## config.mk

```make
export PLATFORM = sky130hd
export DESIGN_NAME = pointer_event_report_queue_core
export DESIGN_NICKNAME = d
export VERILOG_FILES = /design/src/sv/pevq_pkg.sv /design/src/sv/pevq_ram.sv /design/src/sv/pevq_div.sv /design/src/sv/pointer_event_report_queue_core.sv
export SDC_FILE = /design/constraint.sdc
export NUM_CORES = 1
export LEC_CHECK = 0
export ABC_CLOCK_PERIOD_IN_PS = 8770
export BUFFER_PORTS_ARGS = -buffer_cell sky130_fd_sc_hd__buf_2
export CAP_MARGIN = 30
export CORE_ASPECT_RATIO = 1.1
export CORE_MARGIN = 1.5
export CORE_UTILIZATION = 50
export CTS_CLUSTER_SIZE = 10
export DETAILED_ROUTE_END_ITERATION = 6
export HOLD_SLACK_MARGIN = 0.02
export PLACE_DENSITY = 0.7
export SYNTH_ARGS = -nofsm -noshare
export SYNTH_HDL_FRONTEND = slang
export SYNTH_HIERARCHICAL = 1
export SYNTH_SLANG_ARGS = --single-unit
```

## constraint.sdc

```tcl
create_clock -name clk -period 8.77 [get_ports clk]
set_input_delay 1.3155 -clock clk [delete_from_list [all_inputs] [get_ports clk]]
set_output_delay 1.3155 -clock clk [all_outputs]
set_load 0.005 [all_outputs]
```

## src/sv/pevq_pkg.sv

```systemverilog
// Shared types and constants for the pointer event report queue.
// Used by the divider and the top-level sequencer; depends on nothing.

package pevq_pkg;

  localparam int QUEUE_DEPTH_DEFAULT = 16;
  localparam int LIMIT_W = 5;
  localparam logic [LIMIT_W-1:0] LIMIT_RESET = 5'd16;

  localparam int COORD_W = 16;
  localparam int ABS_SHIFT = 15;
  localparam int DIVIDEND_W = 32;
  localparam int DIV_STEPS = DIVIDEND_W / 2;
  localparam int STEP_W = $clog2(DIV_STEPS);
  localparam int BUTTON_W = 3;
  localparam int SRC_BUTTON_W = 4;
  localparam int WHEEL_W = 8;
  localparam int ENTRY_W = BUTTON_W + 2 * COORD_W + WHEEL_W;

  localparam int IN_DATA_W = 80;
  localparam int OUT_DATA_W = 48;
  localparam int STATUS_W = 2;

  localparam logic OP_EVENT = 1'b0;
  localparam logic OP_POLL = 1'b1;

  localparam logic [STATUS_W-1:0] ST_ACCEPTED = 2'd0;
  localparam logic [STATUS_W-1:0] ST_REPORT = 2'd1;
  localparam logic [STATUS_W-1:0] ST_NAK = 2'd2;

  typedef struct packed {
    logic                  start;
    logic [DIVIDEND_W-1:0] dividend;
    logic [COORD_W-1:0]    divisor;
  } div_req_t;

  typedef struct packed {
    logic               done;
    logic [COORD_W-1:0] quotient;
  } div_rsp_t;

endpackage

```

## src/sv/pevq_ram.sv

```systemverilog
// Generic single-write, single-read RAM with a registered read port.
// Holds the queued events; depends on nothing.

module pevq_ram #(
  parameter int WIDTH = 8,
  parameter int DEPTH = 16
) (
  input  logic                     clk,
  input  logic                     we,
  input  logic [$clog2(DEPTH)-1:0] waddr,
  input  logic [WIDTH-1:0]         wdata,
  input  logic                     re,
  input  logic [$clog2(DEPTH)-1:0] raddr,
  output logic [WIDTH-1:0]         rdata
);

  logic [WIDTH-1:0] mem [DEPTH];

  always_ff @(posedge clk) begin
    if (we) begin
      mem[waddr] <= wdata;
    end
    if (re) begin
      rdata <= mem[raddr];
    end
  end

endmodule

```

## src/sv/pevq_div.sv

```systemverilog
// Iterative restoring divider, two quotient bits per cycle, low 16 quotient bits kept.
// Shared by the x and y scaling; depends on pevq_pkg.

module pevq_div
  import pevq_pkg::*;
(
  input  logic     clk,
  input  logic     rst,
  input  div_req_t req,
  output div_rsp_t rsp
);

  logic                  busy;
  logic                  done;
  logic [STEP_W-1:0]     cnt;
  logic [COORD_W-1:0]    divisor;
  logic [COORD_W-1:0]    rem;
  logic [DIVIDEND_W-1:0] dvd;
  logic [COORD_W-1:0]    quo;

  logic [COORD_W:0]   t1;
  logic [COORD_W:0]   t2;
  logic               ge1;
  logic               ge2;
  logic [COORD_W-1:0] r1;
  logic [COORD_W-1:0] r2;

  always_comb begin
    t1  = {rem, dvd[DIVIDEND_W-1]};
    ge1 = t1 >= {1'b0, divisor};
    r1  = ge1 ? COORD_W'(t1 - {1'b0, divisor}) : t1[COORD_W-1:0];
    t2  = {r1, dvd[DIVIDEND_W-2]};
    ge2 = t2 >= {1'b0, divisor};
    r2  = ge2 ? COORD_W'(t2 - {1'b0, divisor}) : t2[COORD_W-1:0];
  end

  always_ff @(posedge clk) begin
    if (rst) begin
      busy <= 1'b0;
      done <= 1'b0;
      cnt  <= '0;
    end else begin
      done <= 1'b0;
      if (req.start) begin
        busy <= 1'b1;
        cnt  <= '0;
      end else if (busy) begin
        cnt <= cnt + 1'b1;
        if (cnt == STEP_W'(DIV_STEPS - 1)) begin
          busy <= 1'b0;
          done <= 1'b1;
        end
      end
    end
  end

  always_ff @(posedge clk) begin
    if (req.start) begin
      divisor <= req.divisor;
      dvd     <= req.dividend;
      rem     <= '0;
      quo     <= '0;
    end else if (busy) begin
      rem <= r2;
      dvd <= {dvd[DIVIDEND_W-3:0], 2'b00};
      quo <= {quo[COORD_W-3:0], ge1, ge2};
    end
  end

  assign rsp.done     = done;
  assign rsp.quotient = quo;

endmodule

```

## src/sv/pointer_event_report_queue_core.sv

```systemverilog
// Between the edge that takes a request and the first edge that can take its result, an event
// makes two passes through the shared divider (x, then y), each of 16 two-bit steps, and is
// then queued; a report reads the RAM, then registers the entry; a NAK goes straight out.
// One request is handled at a time: the next is taken the cycle after the result is taken.
// Reset (rst, synchronous) empties the queue and sets the queue limit to 16; the event RAM
// is not cleared. Depends on pevq_pkg, pevq_div and pevq_ram.

module pointer_event_report_queue_core
  import pevq_pkg::*;
#(
  parameter int QUEUE_DEPTH = QUEUE_DEPTH_DEFAULT
) (
  input  logic                  clk,
  input  logic                  rst,
  input  logic                  cfg_we,
  input  logic [LIMIT_W-1:0]    cfg_wdata,
  input  logic                  s_axis_tvalid,
  output logic                  s_axis_tready,
  // source_buttons[3:0], pixel_x[19:4], pixel_y[35:20], wheel_delta[43:36],
  // width[59:44], height[75:60], zero[79:76]
  input  logic [IN_DATA_W-1:0]  s_axis_tdata,
  // operation[0]
  input  logic                  s_axis_tuser,
  output logic                  m_axis_tvalid,
  input  logic                  m_axis_tready,
  // dropped_oldest[0], report_buttons[3:1], report_x[19:4], report_y[35:20],
  // report_wheel[43:36], zero[47:44]
  output logic [OUT_DATA_W-1:0] m_axis_tdata,
  // status[1:0]
  output logic [STATUS_W-1:0]   m_axis_tuser
);

  localparam int IDX_W = $clog2(QUEUE_DEPTH);
  localparam int CNT_W = $clog2(QUEUE_DEPTH + 1);
  localparam int SUM_W = CNT_W + 1;
  localparam int CMP_W = (CNT_W > LIMIT_W) ? CNT_W : LIMIT_W;

  typedef enum logic [4:0] {
    S_IDLE = 5'b00001,
    S_DIVX = 5'b00010,
    S_DIVY = 5'b00100,
    S_READ = 5'b01000,
    S_OUT  = 5'b10000
  } state_t;

  state_t state;
  logic [LIMIT_W-1:0] lim;
  logic [IDX_W-1:0]   oldest;
  logic [CNT_W-1:0]   held;

  logic [BUTTON_W-1:0]      ev_buttons;
  logic signed [WHEEL_W-1:0] ev_wheel;
  logic [COORD_W-1:0]       ev_y;
  logic [COORD_W-1:0]       ev_height;
  logic [COORD_W-1:0]       qx;

  logic [STATUS_W-1:0]       out_status;
  logic                      out_dropped;
  logic [BUTTON_W-1:0]       out_buttons;
  logic [COORD_W-1:0]        out_x;
  logic [COORD_W-1:0]        out_y;
  logic signed [WHEEL_W-1:0] out_wheel;

  logic [SRC_BUTTON_W-1:0] in_src;
  logic [COORD_W-1:0]      in_x;
  logic [COORD_W-1:0]      in_y;
  logic [WHEEL_W-1:0]      in_wheel;
  logic [COORD_W-1:0]      in_width;
  logic [COORD_W-1:0]      in_height;
  logic                    in_take;

  div_req_t div_req;
  div_rsp_t div_rsp;

  logic [CMP_W-1:0]   lim_cmp;
  logic [CNT_W-1:0]   lim_eff;
  logic               drop;
  logic [CNT_W-1:0]   evict_n;
  logic [SUM_W-1:0]   adv_sum;
  logic [IDX_W-1:0]   oldest_adv;
  logic [CNT_W-1:0]   held_base;
  logic [SUM_W-1:0]   slot_sum;
  logic [IDX_W-1:0]   slot;
  logic [SUM_W-1:0]   inc_sum;
  logic [IDX_W-1:0]   oldest_inc;

  logic               ram_we;
  logic               ram_re;
  logic [ENTRY_W-1:0] ram_wdata;
  logic [ENTRY_W-1:0] ram_rdata;

  assign in_src    = s_axis_tdata[3:0];
  assign in_x      = s_axis_tdata[19:4];
  assign in_y      = s_axis_tdata[35:20];
  assign in_wheel  = s_axis_tdata[43:36];
  assign in_width  = s_axis_tdata[59:44];
  assign in_height = s_axis_tdata[75:60];

  assign s_axis_tready = (state == S_IDLE);
  assign in_take       = s_axis_tvalid && s_axis_tready;

  always_comb begin
    div_req.start    = 1'b0;
    div_req.dividend = {1'b0, in_x, ABS_SHIFT'(0)};
    div_req.divisor  = in_width;
    if (state == S_DIVX) begin
      div_req.start    = div_rsp.done;
      div_req.dividend = {1'b0, ev_y, ABS_SHIFT'(0)};
      div_req.divisor  = ev_height;
    end else if (in_take && s_axis_tuser == OP_EVENT) begin
      div_req.start = 1'b1;
    end
  end

  pevq_div u_div (
    .clk (clk),
    .rst (rst),
    .req (div_req),
    .rsp (div_rsp)
  );

  always_comb begin
    if (lim == '0) begin
      lim_cmp = CMP_W'(1);
    end else if (CMP_W'(lim) > CMP_W'(QUEUE_DEPTH)) begin
      lim_cmp = CMP_W'(QUEUE_DEPTH);
    end else begin
      lim_cmp = CMP_W'(lim);
    end
    lim_eff = lim_cmp[CNT_W-1:0];
    drop    = held >= lim_eff;
    evict_n = held - lim_eff + 1'b1;
    adv_sum = SUM_W'(oldest) + SUM_W'(evict_n);
    if (!drop) begin
      oldest_adv = oldest;
    end else if (adv_sum >= SUM_W'(QUEUE_DEPTH)) begin
      oldest_adv = IDX_W'(adv_sum - SUM_W'(QUEUE_DEPTH));
    end else begin
      oldest_adv = adv_sum[IDX_W-1:0];
    end
    held_base = drop ? lim_eff - 1'b1 : held;
    slot_sum  = SUM_W'(oldest_adv) + SUM_W'(held_base);
    if (slot_sum >= SUM_W'(QUEUE_DEPTH)) begin
      slot = IDX_W'(slot_sum - SUM_W'(QUEUE_DEPTH));
    end else begin
      slot = slot_sum[IDX_W-1:0];
    end
    inc_sum = SUM_W'(oldest) + 1'b1;
    if (inc_sum == SUM_W'(QUEUE_DEPTH)) begin
      oldest_inc = '0;
    end else begin
      oldest_inc = inc_sum[IDX_W-1:0];
    end
  end

  assign ram_we    = (state == S_DIVY) && div_rsp.done;
  assign ram_wdata = {ev_buttons, qx, div_rsp.quotient, ev_wheel};
  assign ram_re    = in_take && s_axis_tuser == OP_POLL && held != '0;

  pevq_ram #(
    .WIDTH (ENTRY_W),
    .DEPTH (QUEUE_DEPTH)
  ) u_ram (
    .clk   (clk),
    .we    (ram_we),
    .waddr (slot),
    .wdata (ram_wdata),
    .re    (ram_re),
    .raddr (oldest),
    .rdata (ram_rdata)
  );

  always_ff @(posedge clk) begin
    if (rst) begin
      lim <= LIMIT_RESET;
    end else if (cfg_we) begin
      lim <= cfg_wdata;
    end
  end

  always_ff @(posedge clk) begin
    if (rst) begin
      state  <= S_IDLE;
      oldest <= '0;
      held   <= '0;
    end else begin
      case (state)
        S_IDLE: begin
          if (in_take) begin
            if (s_axis_tuser == OP_EVENT) begin
              state <= S_DIVX;
            end else if (held == '0) begin
              state <= S_OUT;
            end else begin
              oldest <= oldest_inc;
              held   <= held - 1'b1;
              state  <= S_READ;
            end
          end
        end
        S_DIVX: begin
          if (div_rsp.done) begin
            state <= S_DIVY;
          end
        end
        S_DIVY: begin
          if (div_rsp.done) begin
            oldest <= oldest_adv;
            held   <= held_base + 1'b1;
            state  <= S_OUT;
          end
        end
        S_READ: begin
          state <= S_OUT;
        end
        S_OUT: begin
          if (m_axis_tready) begin
            state <= S_IDLE;
          end
        end
        default: begin
          state <= S_IDLE;
        end
      endcase
    end
  end

  always_ff @(posedge clk) begin
    if (in_take) begin
      ev_buttons <= {in_src[2], in_src[3], in_src[1]};
      ev_wheel   <= in_wheel;
      ev_y       <= in_y;
      ev_height  <= in_height;
      out_status  <= ST_NAK;
      out_dropped <= 1'b0;
      out_buttons <= '0;
      out_x       <= '0;
      out_y       <= '0;
      out_wheel   <= '0;
    end
    if (state == S_DIVX && div_rsp.done) begin
      qx <= div_rsp.quotient;
    end
    if (state == S_DIVY && div_rsp.done) begin
      out_status  <= ST_ACCEPTED;
      out_dropped <= drop;
    end
    if (state == S_READ) begin
      out_status  <= ST_REPORT;
      out_dropped <= 1'b0;
      {out_buttons, out_x, out_y, out_wheel} <= ram_rdata;
    end
  end

  assign m_axis_tvalid = (state == S_OUT);
  assign m_axis_tuser  = out_status;
  assign m_axis_tdata  = {4'b0000, out_wheel, out_y, out_x, out_buttons, out_dropped};

`ifndef SYNTHESIS
  a_held_bound: assert property (@(posedge clk) disable iff (rst)
    held <= CNT_W'(QUEUE_DEPTH))
    else $error("held count exceeds queue depth");

  a_oldest_bound: assert property (@(posedge clk) disable iff (rst)
    SUM_W'(oldest) < SUM_W'(QUEUE_DEPTH))
    else $error("oldest index out of range");

  a_nak_zero: assert property (@(posedge clk) disable iff (rst)
    m_axis_tvalid && m_axis_tuser == ST_NAK |-> m_axis_tdata == '0)
    else $error("NAK result carries a payload");

  a_event_queued: assert property (@(posedge clk) disable iff (rst)
    state == S_DIVY && div_rsp.done |=> held != '0 && m_axis_tuser == ST_ACCEPTED)
    else $error("queued event left the queue empty");
`endif

endmodule

```

==> parameters.txt, run 1 <==
Parameter                              Value

Timing
  Final TNS setup ... 0 ns
  Slew at the pin closest to its max-slew limit ... 1.01 ns
  Worst clock skew on the final layout ... just over 0.03 ns
  Slew HR ... around a third
  Unrepaired setup endpoints after global routing ... no
  Setup violation total in the final timing report ... 0
  Hold Violations, Final ... 0
  Final Slew Violations ... 0
  Minimum period implied by the final worst setup slack ... between 5 and 6 ns
  Upper clock frequency limit ... 0.169 GHz
  Final period utilization ... around two thirds

Setup path
  Endpoint kind of the worst setup timing path ... register
  Cells traversed along the worst timing path ... nor3_1 -> o21ai_0 -> inv_1 -> ha_1 -> nand2b_1 -> a31oi_1 -> o21ai_2 -> mux2i_1 -> inv_1 -> ha_1 -> a21o_1 -> a31o_2 -> xnor2_1 -> nand3_1 -> nor2_4 -> buf_4
  Critical path data arrival time ... a little over 6 ns
  Cell with the largest stage delay on the worst path ... sky130_fd_sc_hd__nor2_4
  Cell family with most CP delay ... compound AO/OA/AOI/OAI gates
  Worst Path Class, Setup ... register to register
  CP max stage delay ... around 0.80 ns
  Element type at the critical path start ... register
  CP Max Fanout ... 26
  Required time reported for the critical path endpoint ... around 9 ns
  Crit path buf inv count ... 3

Floorplanning
  Placeable core area ... around 75000 um2
  Number of I/O pins ... around 140
  Initial core utilization ... approximately half
  Floorplan die height ... between 200 and 300 um
  X dimension of the die ... 265 um
  Row cnt ... 105
  Full die area ... 77400 um2

Yosys
  Yosys reg bits ... ~940
  Main synth FF type ... sky130_fd_sc_hd__edfxtp_1
  Number of library cell types mapped by synthesis ... 87
  Share of flip-flops with an asynchronous set or reset after synthesis ... 0%
  Synthesized area divided by synthesized cell count ... around 19 um2
  Sequential-to-total area share from yosys stat ... approximately three quarters
  Number of flops mapped to enable cells by yosys ... slightly below 900
  Cell Area, Synth ... ~38000 um2
  Count of mapped cells out of synthesis ... ~2000
  Synth Warn # ... 6

Route
  Detailed-route via count ... slightly below 20000
  Iteration-0 DRC count of the detailed router ... 1687
  Post-detailed-route wirelength per cell ... approximately 25 um
  Detailed route wirelength on metal2 ... 41200 um
  Highest layer used for signal routing ... met5
  Via count normalized by instance count ... ~6
  DRC ... 0
  First-pass iteration count of the detailed router ... 7
  Met1 WL ... between 30000 and 40000 um
  DRT Wirelength ... 81200 um
  Detail Route met3 WL ... around 5500 um
  Post-route antenna net violation count ... 0

Final layout
  Fraction of layout cells with a size suffix above 1 ... 26.4%
  Area taken by flip-flops and latches ... ~28000 um2
  Area Growth Syn to Fin ... 13.3%
  Commonest non-fill, non-tap cells in the layout ... sky130_fd_sc_hd__edfxtp_1 (881), sky130_fd_sc_hd__mux4_2 (172), sky130_fd_sc_hd__buf_2 (133), sky130_fd_sc_hd__clkbuf_16 (106), sky130_fd_sc_hd__a22oi_1 (87)
  Nets ... 2370
  Fill count ... 5415
  Area taken by multi-input logic gates ... slightly below 10000 um2
  Most frequent standard cell in the layout excluding fill and tap cells ... sky130_fd_sc_hd__edfxtp_1
  Total non-filler cell area in the finished layout ... about 43000 um2

Run status
  Outcome ... finished, final reports clean

Clock tree
  Buffers from clock root to sink, at most ... 3
  CTS Buf Count ... ~110
  Worst skew pair latency ... between 0.6 and 0.7 ns
  H-tree level count ... 3
  TritonCTS clock tree ... done
  CTS-repair resized insts ... 0
  Buffer count from post-CTS setup fixing ... 0
  Clock sink count ... ~940
  Number of buffers added to fix hold violations after cts ... 0
  Cell chosen for the clock root ... sky130_fd_sc_hd__clkbuf_16
  Clk pin slew, worst setup/hold paths ... roughly 0.060 ns

Place
  Detailed-placement wirelength estimate ... ~44000 um
  Placer congestion estimate ... roughly 0.86
  I/O Buffers ... 133
  Cell Area, Placed ... about 40000 um2

GRT
  Maximum number of pins on one net before global-route repair ... 77
  Wire length of the first global-routing pass ... around 120000 um
  Number of antenna violations at the first check in global routing ... 2
  Overall fraction of global-route tracks in use ... between 20 and 25%
  Number of global-route vias before repair ... ~20000
  Grt total ovfl ... 0

Flow run
  Count of maximum capacitance violations ... 0

Hold path
  Hold WC Path Type ... register to register

Pwr
  Total power per unit cell area ... around 260 nW/um2
  IR Drop Worst-Case VDD ... 0.000173 V
  Leakage dissipation ... approximately 0.014 uW
-- cells by family (layout without fill, tap and decap cells) --
logic type               Yosys count  count (layout)  synth area share [%]
XOR/XNOR                          37              37                 0.892
adder cells (fa/ha/maj)           56              56                  1.93
flip-flops                       941             941                  73.0
multiplexers                     274             274                  13.2
buffers and inverters            151             388                  1.89
AO/OA/AOI/OAI                    250             250                  4.81
AND/OR/NAND/NOR                  314             314                  4.23
other                              1              21               0.00990
-- through the flow --
step / setup slack [ns] / std cells / util, % / total power, uW / hold WS, ns
after global routing: 2.39 / 3243 / 57.4 / 11700 / 0.486
final: 2.84 / 3244 / 57.4 / 11300 / 0.463
after floorplan: 1.86 / 2043 / - / 6910 / 0.439
after detailed placement: 2.80 / 3076 / 53.3 / 7450 / 0.461
after global placement: 2.87 / 3070 / 53.1 / 7370 / 0.458
after CTS: 2.79 / 3240 / 57.3 / 11300 / 0.468
-- Yosys cell counts, types with 4 or more instances --
master / instances / share of area (%)
sky130_fd_sc_hd__ha_1: 52 / 1.7
sky130_fd_sc_hd__o21ai_1: 7 / 0.093
sky130_fd_sc_hd__fa_1: 4 / 0.21
sky130_fd_sc_hd__nor3_1: 17 / 0.22
sky130_fd_sc_hd__a2111oi_2: 4 / 0.16
sky130_fd_sc_hd__mux2_2: 75 / 2.2
sky130_fd_sc_hd__mux2i_1: 25 / 0.66
sky130_fd_sc_hd__edfxtp_1: 881 / 70
sky130_fd_sc_hd__nor4_1: 7 / 0.12
sky130_fd_sc_hd__xnor2_1: 23 / 0.53
sky130_fd_sc_hd__inv_1: 46 / 0.46
sky130_fd_sc_hd__nand4_1: 10 / 0.17
sky130_fd_sc_hd__nand2_1: 81 / 0.80
sky130_fd_sc_hd__and2_1: 52 / 0.86
sky130_fd_sc_hd__dfxtp_1: 60 / 3.2
sky130_fd_sc_hd__mux4_2: 172 / 10
sky130_fd_sc_hd__a211oi_1: 11 / 0.22
sky130_fd_sc_hd__nand3b_1: 7 / 0.14
sky130_fd_sc_hd__buf_4: 7 / 0.14
sky130_fd_sc_hd__clkbuf_1: 50 / 0.50
sky130_fd_sc_hd__buf_2: 24 / 0.32
sky130_fd_sc_hd__a21oi_1: 36 / 0.48
sky130_fd_sc_hd__nand3_1: 17 / 0.22
sky130_fd_sc_hd__a21o_1: 15 / 0.30
sky130_fd_sc_hd__o21ai_0: 24 / 0.32
sky130_fd_sc_hd__o211ai_1: 4 / 0.079
sky130_fd_sc_hd__o21bai_1: 8 / 0.16
sky130_fd_sc_hd__xor2_1: 13 / 0.30
sky130_fd_sc_hd__a22oi_1: 87 / 1.7
sky130_fd_sc_hd__buf_6: 12 / 0.36
sky130_fd_sc_hd__buf_1: 10 / 0.099
sky130_fd_sc_hd__a31oi_1: 6 / 0.099
sky130_fd_sc_hd__a311oi_1: 9 / 0.21
sky130_fd_sc_hd__nand2b_1: 7 / 0.12
sky130_fd_sc_hd__or2_2: 6 / 0.099
sky130_fd_sc_hd__nor2_1: 80 / 0.79
sky130_fd_sc_hd__o221ai_1: 4 / 0.093
-- worst reg2reg max path: cells and delay by family, from the launching register on --
family	cells	cell delay (ns)
buffers and inverters	3	0.89
muxes	1	0.36
xor gates and xnor gates	1	0.26
adders and majority gates	2	0.68
AOI/OAI and AO/OA	5	1.58
DFF	1	0.41
and+or+nand+nor	4	1.34
-- registers in the layout, indices dropped and copies added (netlist names), 8 cells and up --
register       count
u_div/dvd         32
u_ram/mem        688
ev_height         16
qx                16
ev_y              16
u_div/quo         16
out_x             16
u_div/rem         16
ev_wheel           8
out_wheel          8
out_y             16
u_ram/rdata       43
u_div/divisor     16
-- metal layers --
layer | track usage, % | up-vias
met5 | 0 | -
met4 | 6.73 | 2
met3 | 3.31 | 135
met2 | 36.4 | 789
met1 | 28.4 | 9975
li1 | - | 8520
-- report_power, final --
part           internal (uW)  total (uW)  switching, uW
sequential              5210        5400            184
combinational            811        1980           1170
clock                   2240        3890           1650
total                   8260       11300           3000
-- layout make-up --
cell class / count / area share, %
clock buffers: 155 / 6.68
diodes: 1 / 0.00583
repair buffers: 176 / 2.61
inverters: 48 / 0.423
clock inverters: 9 / 0.338
multi-input cells: 951 / 22.6
flip-flops and latches: 941 / 64.5
well taps: 963 / 2.81
-- path summary, 6_finish.rpt --
check	startpoint	endpoint	slack, ns	cells after the start
max reg2reg	lim[2]$_SDFFE_PP0P_	u_ram/mem[15][20]$_DFFE_PP_	2.84	16
min reg2reg	out_dropped$_SDFFE_PP0P_	out_dropped$_SDFFE_PP0P_	0.46	2
min	out_dropped$_SDFFE_PP0P_	out_dropped$_SDFFE_PP0P_	0.46	2
max	lim[2]$_SDFFE_PP0P_	u_ram/mem[15][20]$_DFFE_PP_	2.84	16
(Power assumes the default switching activity.)
==> run 2: changes to the inputs <==
--- a/config.mk
+++ b/config.mk
@@ -5,7 +5,7 @@
 export SDC_FILE = /design/constraint.sdc
 export NUM_CORES = 1
 export LEC_CHECK = 0
-export ABC_CLOCK_PERIOD_IN_PS = 8770
+export ABC_CLOCK_PERIOD_IN_PS = 5400
 export BUFFER_PORTS_ARGS = -buffer_cell sky130_fd_sc_hd__buf_2
 export CAP_MARGIN = 30
 export CORE_ASPECT_RATIO = 1.1
@@ -14,7 +14,7 @@
 export CTS_CLUSTER_SIZE = 10
 export DETAILED_ROUTE_END_ITERATION = 6
 export HOLD_SLACK_MARGIN = 0.02
-export PLACE_DENSITY = 0.7
+export PLACE_DENSITY = 0.72
 export SYNTH_ARGS = -nofsm -noshare
 export SYNTH_HDL_FRONTEND = slang
 export SYNTH_HIERARCHICAL = 1
==> constraint.sdc (replaced) <==
create_clock -name clk -period 5.4 [get_ports clk]
set_input_delay 0.81 -clock clk [delete_from_list [all_inputs] [get_ports clk]]
set_output_delay 0.81 -clock clk [all_outputs]
set_load 0.005 [all_outputs]
==> parameters.txt, run 2 (same netlist as run 1, synthesis figures left out) <==
Parameter                              Value

Setup path
  CP Max Fanout ... 10
  Worst Path Class, Setup ... register to register
  Endpoint kind of the worst setup timing path ... register
  Critical path data arrival time ... approximately 5.6 ns
  Required time reported for the critical path endpoint ... ~5.9 ns
  Element type at the critical path start ... register

Final layout
  Number of flip-flops under the largest register name ... between 600 and 700
  Nets ... 2392
  Most flops, register ... u_ram/mem
  Total non-filler cell area in the finished layout ... between 40000 and 50000 um2
  Area Growth Syn to Fin ... 14.4%
  Antenna diode count ... 0
  Commonest non-fill, non-tap cells in the layout ... sky130_fd_sc_hd__edfxtp_1 (881), sky130_fd_sc_hd__mux4_2 (172), sky130_fd_sc_hd__buf_2 (133), sky130_fd_sc_hd__clkbuf_16 (108), sky130_fd_sc_hd__a22oi_1 (87)
  Fraction of layout cells with a size suffix above 1 ... a little over a quarter
  Fill count ... approximately 5400
  Most frequent standard cell in the layout excluding fill and tap cells ... sky130_fd_sc_hd__edfxtp_1
  Largest registers ... u_ram/mem: 688 flops, u_ram/rdata: 43 flops, u_div/dvd: 32 flops

Clock tree
  Clk pin slew, worst setup/hold paths ... 0.05 ns
  Number of buffers added to fix hold violations after cts ... 0
  Clock sink count ... about 940
  CTS Buf Count ... approximately 110
  Buffers from clock root to sink, at most ... 3
  H-tree level count ... 3
  Cell chosen for the clock root ... sky130_fd_sc_hd__clkbuf_16
  TritonCTS clock tree ... done
  Worst skew pair latency ... between 0.6 and 0.7 ns

Floorplanning
  X dimension of the die ... around 270 um
  Row cnt ... 105
  Initial core utilization ... about half
  Full die area ... 77400 um2
  Number of I/O pins ... 143
  Floorplan die height ... between 200 and 300 um
  Placeable core area ... roughly 75000 um2

Timing
  Hold Violations, Final ... 0
  Worst clock skew on the final layout ... 0.0461 ns
  Unrepaired setup endpoints after global routing ... no
  Worst hold slack after final layout ... roughly 0.31 ns
  Minimum period implied by the final worst setup slack ... around 5.1 ns
  Slew HR ... a little over a third
  Final period utilization ... between 90% and 100%
  Slew at the pin closest to its max-slew limit ... 0.954 ns
  Final Slew Violations ... 0
  Upper clock frequency limit ... around 0.20 GHz
  Setup violation total in the final timing report ... 0

Route
  Iteration-0 DRC count of the detailed router ... about 1600
  DRT Wirelength ... between 80000 and 90000 um
  Via count normalized by instance count ... slightly below 6
  DRC ... 0
  Post-detailed-route wirelength per cell ... roughly 25 um
  First-pass iteration count of the detailed router ... 7
  Post-route antenna net violation count ... 0
  Detailed-route via count ... approximately 20000

Hold path
  Hold WC Path Type ... input pin to register

GRT
  Grt total ovfl ... 0
  Number of antenna violations at the first check in global routing ... 3
  Maximum number of pins on one net before global-route repair ... 58
  Number of global-route vias before repair ... approximately 20000
  Overall fraction of global-route tracks in use ... a little over a fifth
  Wire length of the first global-routing pass ... around 120000 um

Place
  Detailed-placement wirelength estimate ... roughly 45000 um
  I/O Buffers ... 133
  Placer congestion estimate ... between 0.8 and 0.9
  Cell Area, Placed ... 40100 um2

Pwr
  IR Drop Worst-Case VDD ... between 0.0003 and 0.0004 V
  Total power per unit cell area ... about 430 nW/um2
  Leakage dissipation ... around 0.014 uW

Flow run
  Count of maximum capacitance violations ... 0

Run status
  Outcome ... finished, final reports clean
[run 2: final timing paths]
path / endpoint / start / slack, ns / depth (start not counted)
worst max-delay path: u_div/rem[5]$_SDFFE_PP0P_ / u_div/divisor[5]$_DFFE_PP_ / 0.34 / 19
worst max register to register: u_div/rem[5]$_SDFFE_PP0P_ / u_div/divisor[5]$_DFFE_PP_ / 0.34 / 19
worst min register to register: out_dropped$_SDFFE_PP0P_ / out_dropped$_SDFFE_PP0P_ / 0.47 / 2
worst min-delay path: ev_height[2]$_DFFE_PP_ / s_axis_tdata[62] / 0.31 / 1
[run 2: timing repair]
action / CTS / global route
gates resized for setup: 0 / 7
setup endpoints to repair: 0 / 17
setup buffers: 0 / 8
[run 2: layout make-up]
type	count	area, um2	share of cell area [%]
inverters	48	181	0.419
clock inverters	8	146	0.338
repair buffers	198	1370	3.17
clock buffers	180	2970	6.86
flip-flops and latches	941	27700	63.9
multi-input cells	951	9760	22.5
well taps	963	1200	2.78
[run 2: stage by stage]
step	total power, uW	TNS [ns]	std cells	util [%]	setup slack (ns)
floorplan	11200	-46.94	2043	-	-0.362
global placement	12000	0	3091	53.6	0.241
detailed placement	12100	0	3092	53.6	0.185
CTS	18600	0	3280	57.8	0.181
global route	19400	0	3289	57.9	0.0141
finish	18600	0	3289	57.9	0.344
[run 2: metal layers]
layer / vias up / GRT usage [%] / part of all wire, %
met5: - / 0 / 0.042
met4: 6 / 6.75 / 2.4
met3: 137 / 3.54 / 6.9
met2: 742 / 36.4 / 51
met1: 10100 / 28.1 / 40
li1: 8566 / - / -
[run 2: worst max-delay path: stages, from the launching register on]
cell	delay, ns
sky130_fd_sc_hd__edfxtp_1	0.36
sky130_fd_sc_hd__inv_1	0.11
sky130_fd_sc_hd__ha_1	0.31
sky130_fd_sc_hd__o21ai_1	0.25
sky130_fd_sc_hd__a21oi_1	0.11
sky130_fd_sc_hd__o21ai_0	0.23
sky130_fd_sc_hd__o21ai_1	0.09
sky130_fd_sc_hd__a311o_1	0.38
sky130_fd_sc_hd__nand2_4	0.19
sky130_fd_sc_hd__buf_4	0.15
sky130_fd_sc_hd__mux2_2	0.35
sky130_fd_sc_hd__ha_1	0.35
sky130_fd_sc_hd__a21o_1	0.18
sky130_fd_sc_hd__a211oi_1	0.25
sky130_fd_sc_hd__o211ai_1	0.19
sky130_fd_sc_hd__a221o_2	0.44
sky130_fd_sc_hd__a221o_1	0.40
sky130_fd_sc_hd__buf_4	0.19
sky130_fd_sc_hd__nor4_1	0.29
sky130_fd_sc_hd__a311oi_1	0.08
[run 2: power breakdown]
group | internal [uW] | leakage [uW] | total [uW] | switching (uW)
logic | 1460 | 0.00430 | 3390 | 1930
clock network | 3770 | 0.00148 | 6490 | 2730
registers | 8470 | 0.00855 | 8760 | 292
total | 13700 | 0.0143 | 18600 | 4950
==> run 3: changes to the inputs <==
--- a/config.mk
+++ b/config.mk
@@ -9,12 +9,12 @@
 export BUFFER_PORTS_ARGS = -buffer_cell sky130_fd_sc_hd__buf_2
 export CAP_MARGIN = 30
 export CORE_ASPECT_RATIO = 1.1
-export CORE_MARGIN = 1.5
 export CORE_UTILIZATION = 50
 export CTS_CLUSTER_SIZE = 10
 export DETAILED_ROUTE_END_ITERATION = 6
 export HOLD_SLACK_MARGIN = 0.02
 export PLACE_DENSITY = 0.72
+export RECOVER_POWER = 100
 export SYNTH_ARGS = -nofsm -noshare
 export SYNTH_HDL_FRONTEND = slang
 export SYNTH_HIERARCHICAL = 1
==> parameters.txt, run 3 (same netlist as run 1, synthesis figures left out) <==
Parameter                              Value

Run status
  Outcome ... finished with violations
  Violations in the final reports ... max-capacitance violations, max-slew violations

Route
  Detailed-route via count ... about 20000
  Via count normalized by instance count ... 5.96
  DRT Wirelength ... 80900 um
  Post-route antenna net violation count ... 0
  Iteration-0 DRC count of the detailed router ... between 1500 and 2000
  First-pass iteration count of the detailed router ... 5
  Post-detailed-route wirelength per cell ... roughly 25 um
  DRC ... 0

Final layout
  Nets ... 2385
  Largest registers ... u_ram/mem: 688 flops, u_ram/rdata: 43 flops, u_div/dvd: 32 flops
  Area taken by multi-input logic gates ... between 9000 and 10000 um2
  Commonest non-fill, non-tap cells in the layout ... sky130_fd_sc_hd__edfxtp_1 (881), sky130_fd_sc_hd__mux4_2 (172), sky130_fd_sc_hd__clkbuf_16 (107), sky130_fd_sc_hd__clkbuf_1 (106), sky130_fd_sc_hd__buf_2 (101)
  Most flops, register ... u_ram/mem
  Area Growth Syn to Fin ... 13.4%
  Fraction of layout cells with a size suffix above 1 ... around a quarter
  Final core area utilization ... between 50% and 60%
  Total non-filler cell area in the finished layout ... 42900 um2
  Most frequent standard cell in the layout excluding fill and tap cells ... sky130_fd_sc_hd__edfxtp_1
  Fill count ... 5466
  Area taken by flip-flops and latches ... 27700 um2
  Post-route insts no fill ... between 3000 and 4000
  Number of flip-flops under the largest register name ... 688

Timing
  Final Slew Violations ... roughly 360
  Post-route setup slack ... approximately 0.31 ns
  Worst clock skew on the final layout ... approximately 0.024 ns
  Final period utilization ... a little over nine tenths
  Setup violation total in the final timing report ... 0
  Slew HR ... -141%
  Hold Violations, Final ... 0
  Unrepaired setup endpoints after global routing ... no
  Upper clock frequency limit ... 0.197 GHz
  Minimum period implied by the final worst setup slack ... around 5.1 ns
  Slew at the pin closest to its max-slew limit ... ~3.6 ns

GRT
  Number of antenna violations at the first check in global routing ... 4
  Grt total ovfl ... 0
  Number of global-route vias before repair ... 20300
  Wire length of the first global-routing pass ... 122000 um
  Overall fraction of global-route tracks in use ... a little over a fifth
  Maximum number of pins on one net before global-route repair ... about 160

Place
  Placer congestion estimate ... around 0.82
  Placed Cells incl. Taps ... 3086
  Placement Setup Slack ... roughly 0.17 ns
  Cell Area, Placed ... 40100 um2
  I/O Buffers ... between 100 and 150
  Detailed-placement wirelength estimate ... ~43000 um

Setup path
  Endpoint kind of the worst setup timing path ... register
  Required time reported for the critical path endpoint ... around 5.9 ns
  CP Max Fanout ... 7
  Element type at the critical path start ... register
  Worst Path Class, Setup ... register to register
  Critical path data arrival time ... about 5.6 ns

Floorplanning
  Placeable core area ... approximately 75000 um2
  Floorplan die height ... 291 um
  Initial core utilization ... 50.7%
  Number of I/O pins ... around 140
  Full die area ... slightly below 80000 um2
  Row cnt ... 105
  X dimension of the die ... between 200 and 300 um

Clock tree
  CTS Buf Count ... around 110
  Worst skew pair latency ... ~0.67 ns
  Clock sink count ... about 940
  Clk pin slew, worst setup/hold paths ... 0.05 ns
  Number of buffers added to fix hold violations after cts ... 0
  Buffers from clock root to sink, at most ... 3
  H-tree level count ... 3
  Cell chosen for the clock root ... sky130_fd_sc_hd__clkbuf_16
  TritonCTS clock tree ... done

Hold path
  Hold WC Path Type ... input pin to register

Pwr
  Leakage dissipation ... about 0.014 uW
  IR Drop Worst-Case VDD ... 0.000337 V
  Total power per unit cell area ... approximately 430 nW/um2
  Overall power of the completed layout ... between 15000 and 20000 uW

Flow run
  Count of maximum capacitance violations ... 7
==> run 3: what timing repair did <==
| action | CTS | global route |
|---|---|---|
| setup endpoints to repair | 0 | 67 |
| hold endpoints to repair | 0 | 0 |
| resized for setup | 0 | 8 |
| buffers inserted | 0 | 7 |
==> run 3: worst paths after layout <==
path,start,to,slack (ns),cells past startpoint
max,u_div/divisor[8]$_DFFE_PP_,u_div/rem[12]$_SDFFE_PP0P_,0.31,21
min,s_axis_tdata[64],ev_height[4]$_DFFE_PP_,0.32,1
max reg2reg,u_div/divisor[8]$_DFFE_PP_,u_div/rem[12]$_SDFFE_PP0P_,0.31,21
min reg2reg,u_div/cnt[3]$_SDFFE_PP0P_,u_div/done$_SDFF_PP0_,0.47,2
==> run 3: report_power, final <==
group / switching [uW] / internal [uW] / total, uW
registers: 299 / 8480 / 8780
logic: 1920 / 1420 / 3340
clock network: 2740 / 3710 / 6450
==> run 3: area by class of cell <==
type	instances	share of cell area, %
flip-flops and latches	941	64.4
multi-input cells	951	22.6
clock buffers	176	6.86
well taps	963	2.81
repair buffers	190	2.58
inverters	48	0.422
clock inverters	12	0.355
diodes	1	0.00583
==> run 3: critical path, cell delays in order, from the launching register on <==
cell and delay (ns):
sky130_fd_sc_hd__edfxtp_1 0.35, sky130_fd_sc_hd__inv_1 0.10, sky130_fd_sc_hd__ha_1 0.30, sky130_fd_sc_hd__a21o_1 0.24, sky130_fd_sc_hd__nor3_1 0.16, sky130_fd_sc_hd__and3_1 0.19, sky130_fd_sc_hd__o21ai_1 0.08, sky130_fd_sc_hd__a311o_1 0.38
sky130_fd_sc_hd__nand2_4 0.14, sky130_fd_sc_hd__buf_12 0.12, sky130_fd_sc_hd__mux2i_1 0.31, sky130_fd_sc_hd__ha_1 0.35, sky130_fd_sc_hd__nand2_1 0.09, sky130_fd_sc_hd__nand2_1 0.07, sky130_fd_sc_hd__a21o_1 0.18, sky130_fd_sc_hd__a211oi_1 0.25
sky130_fd_sc_hd__o211ai_1 0.19, sky130_fd_sc_hd__a221o_1 0.42, sky130_fd_sc_hd__a221o_1 0.44, sky130_fd_sc_hd__buf_4 0.21, sky130_fd_sc_hd__nor4_2 0.26, sky130_fd_sc_hd__a2111oi_2 0.09
==> run 3: through the flow <==
stage / hold WS, ns / TNS (ns)
after floorplan: 0.439 / -46.94
after global placement: 0.451 / 0
after detailed placement: 0.459 / 0
after CTS: 0.279 / 0
after global routing: 0.289 / 0
final: 0.318 / 0
==> run 3: routing by layer <==
layer  GRT usage, %  routed length [um]  share of wire (%)
met5              0                  38              0.047
met4           6.83                2030                2.5
met3           3.56                5780                7.1
met2           37.0               41700                 52
met1           27.3               31400                 39
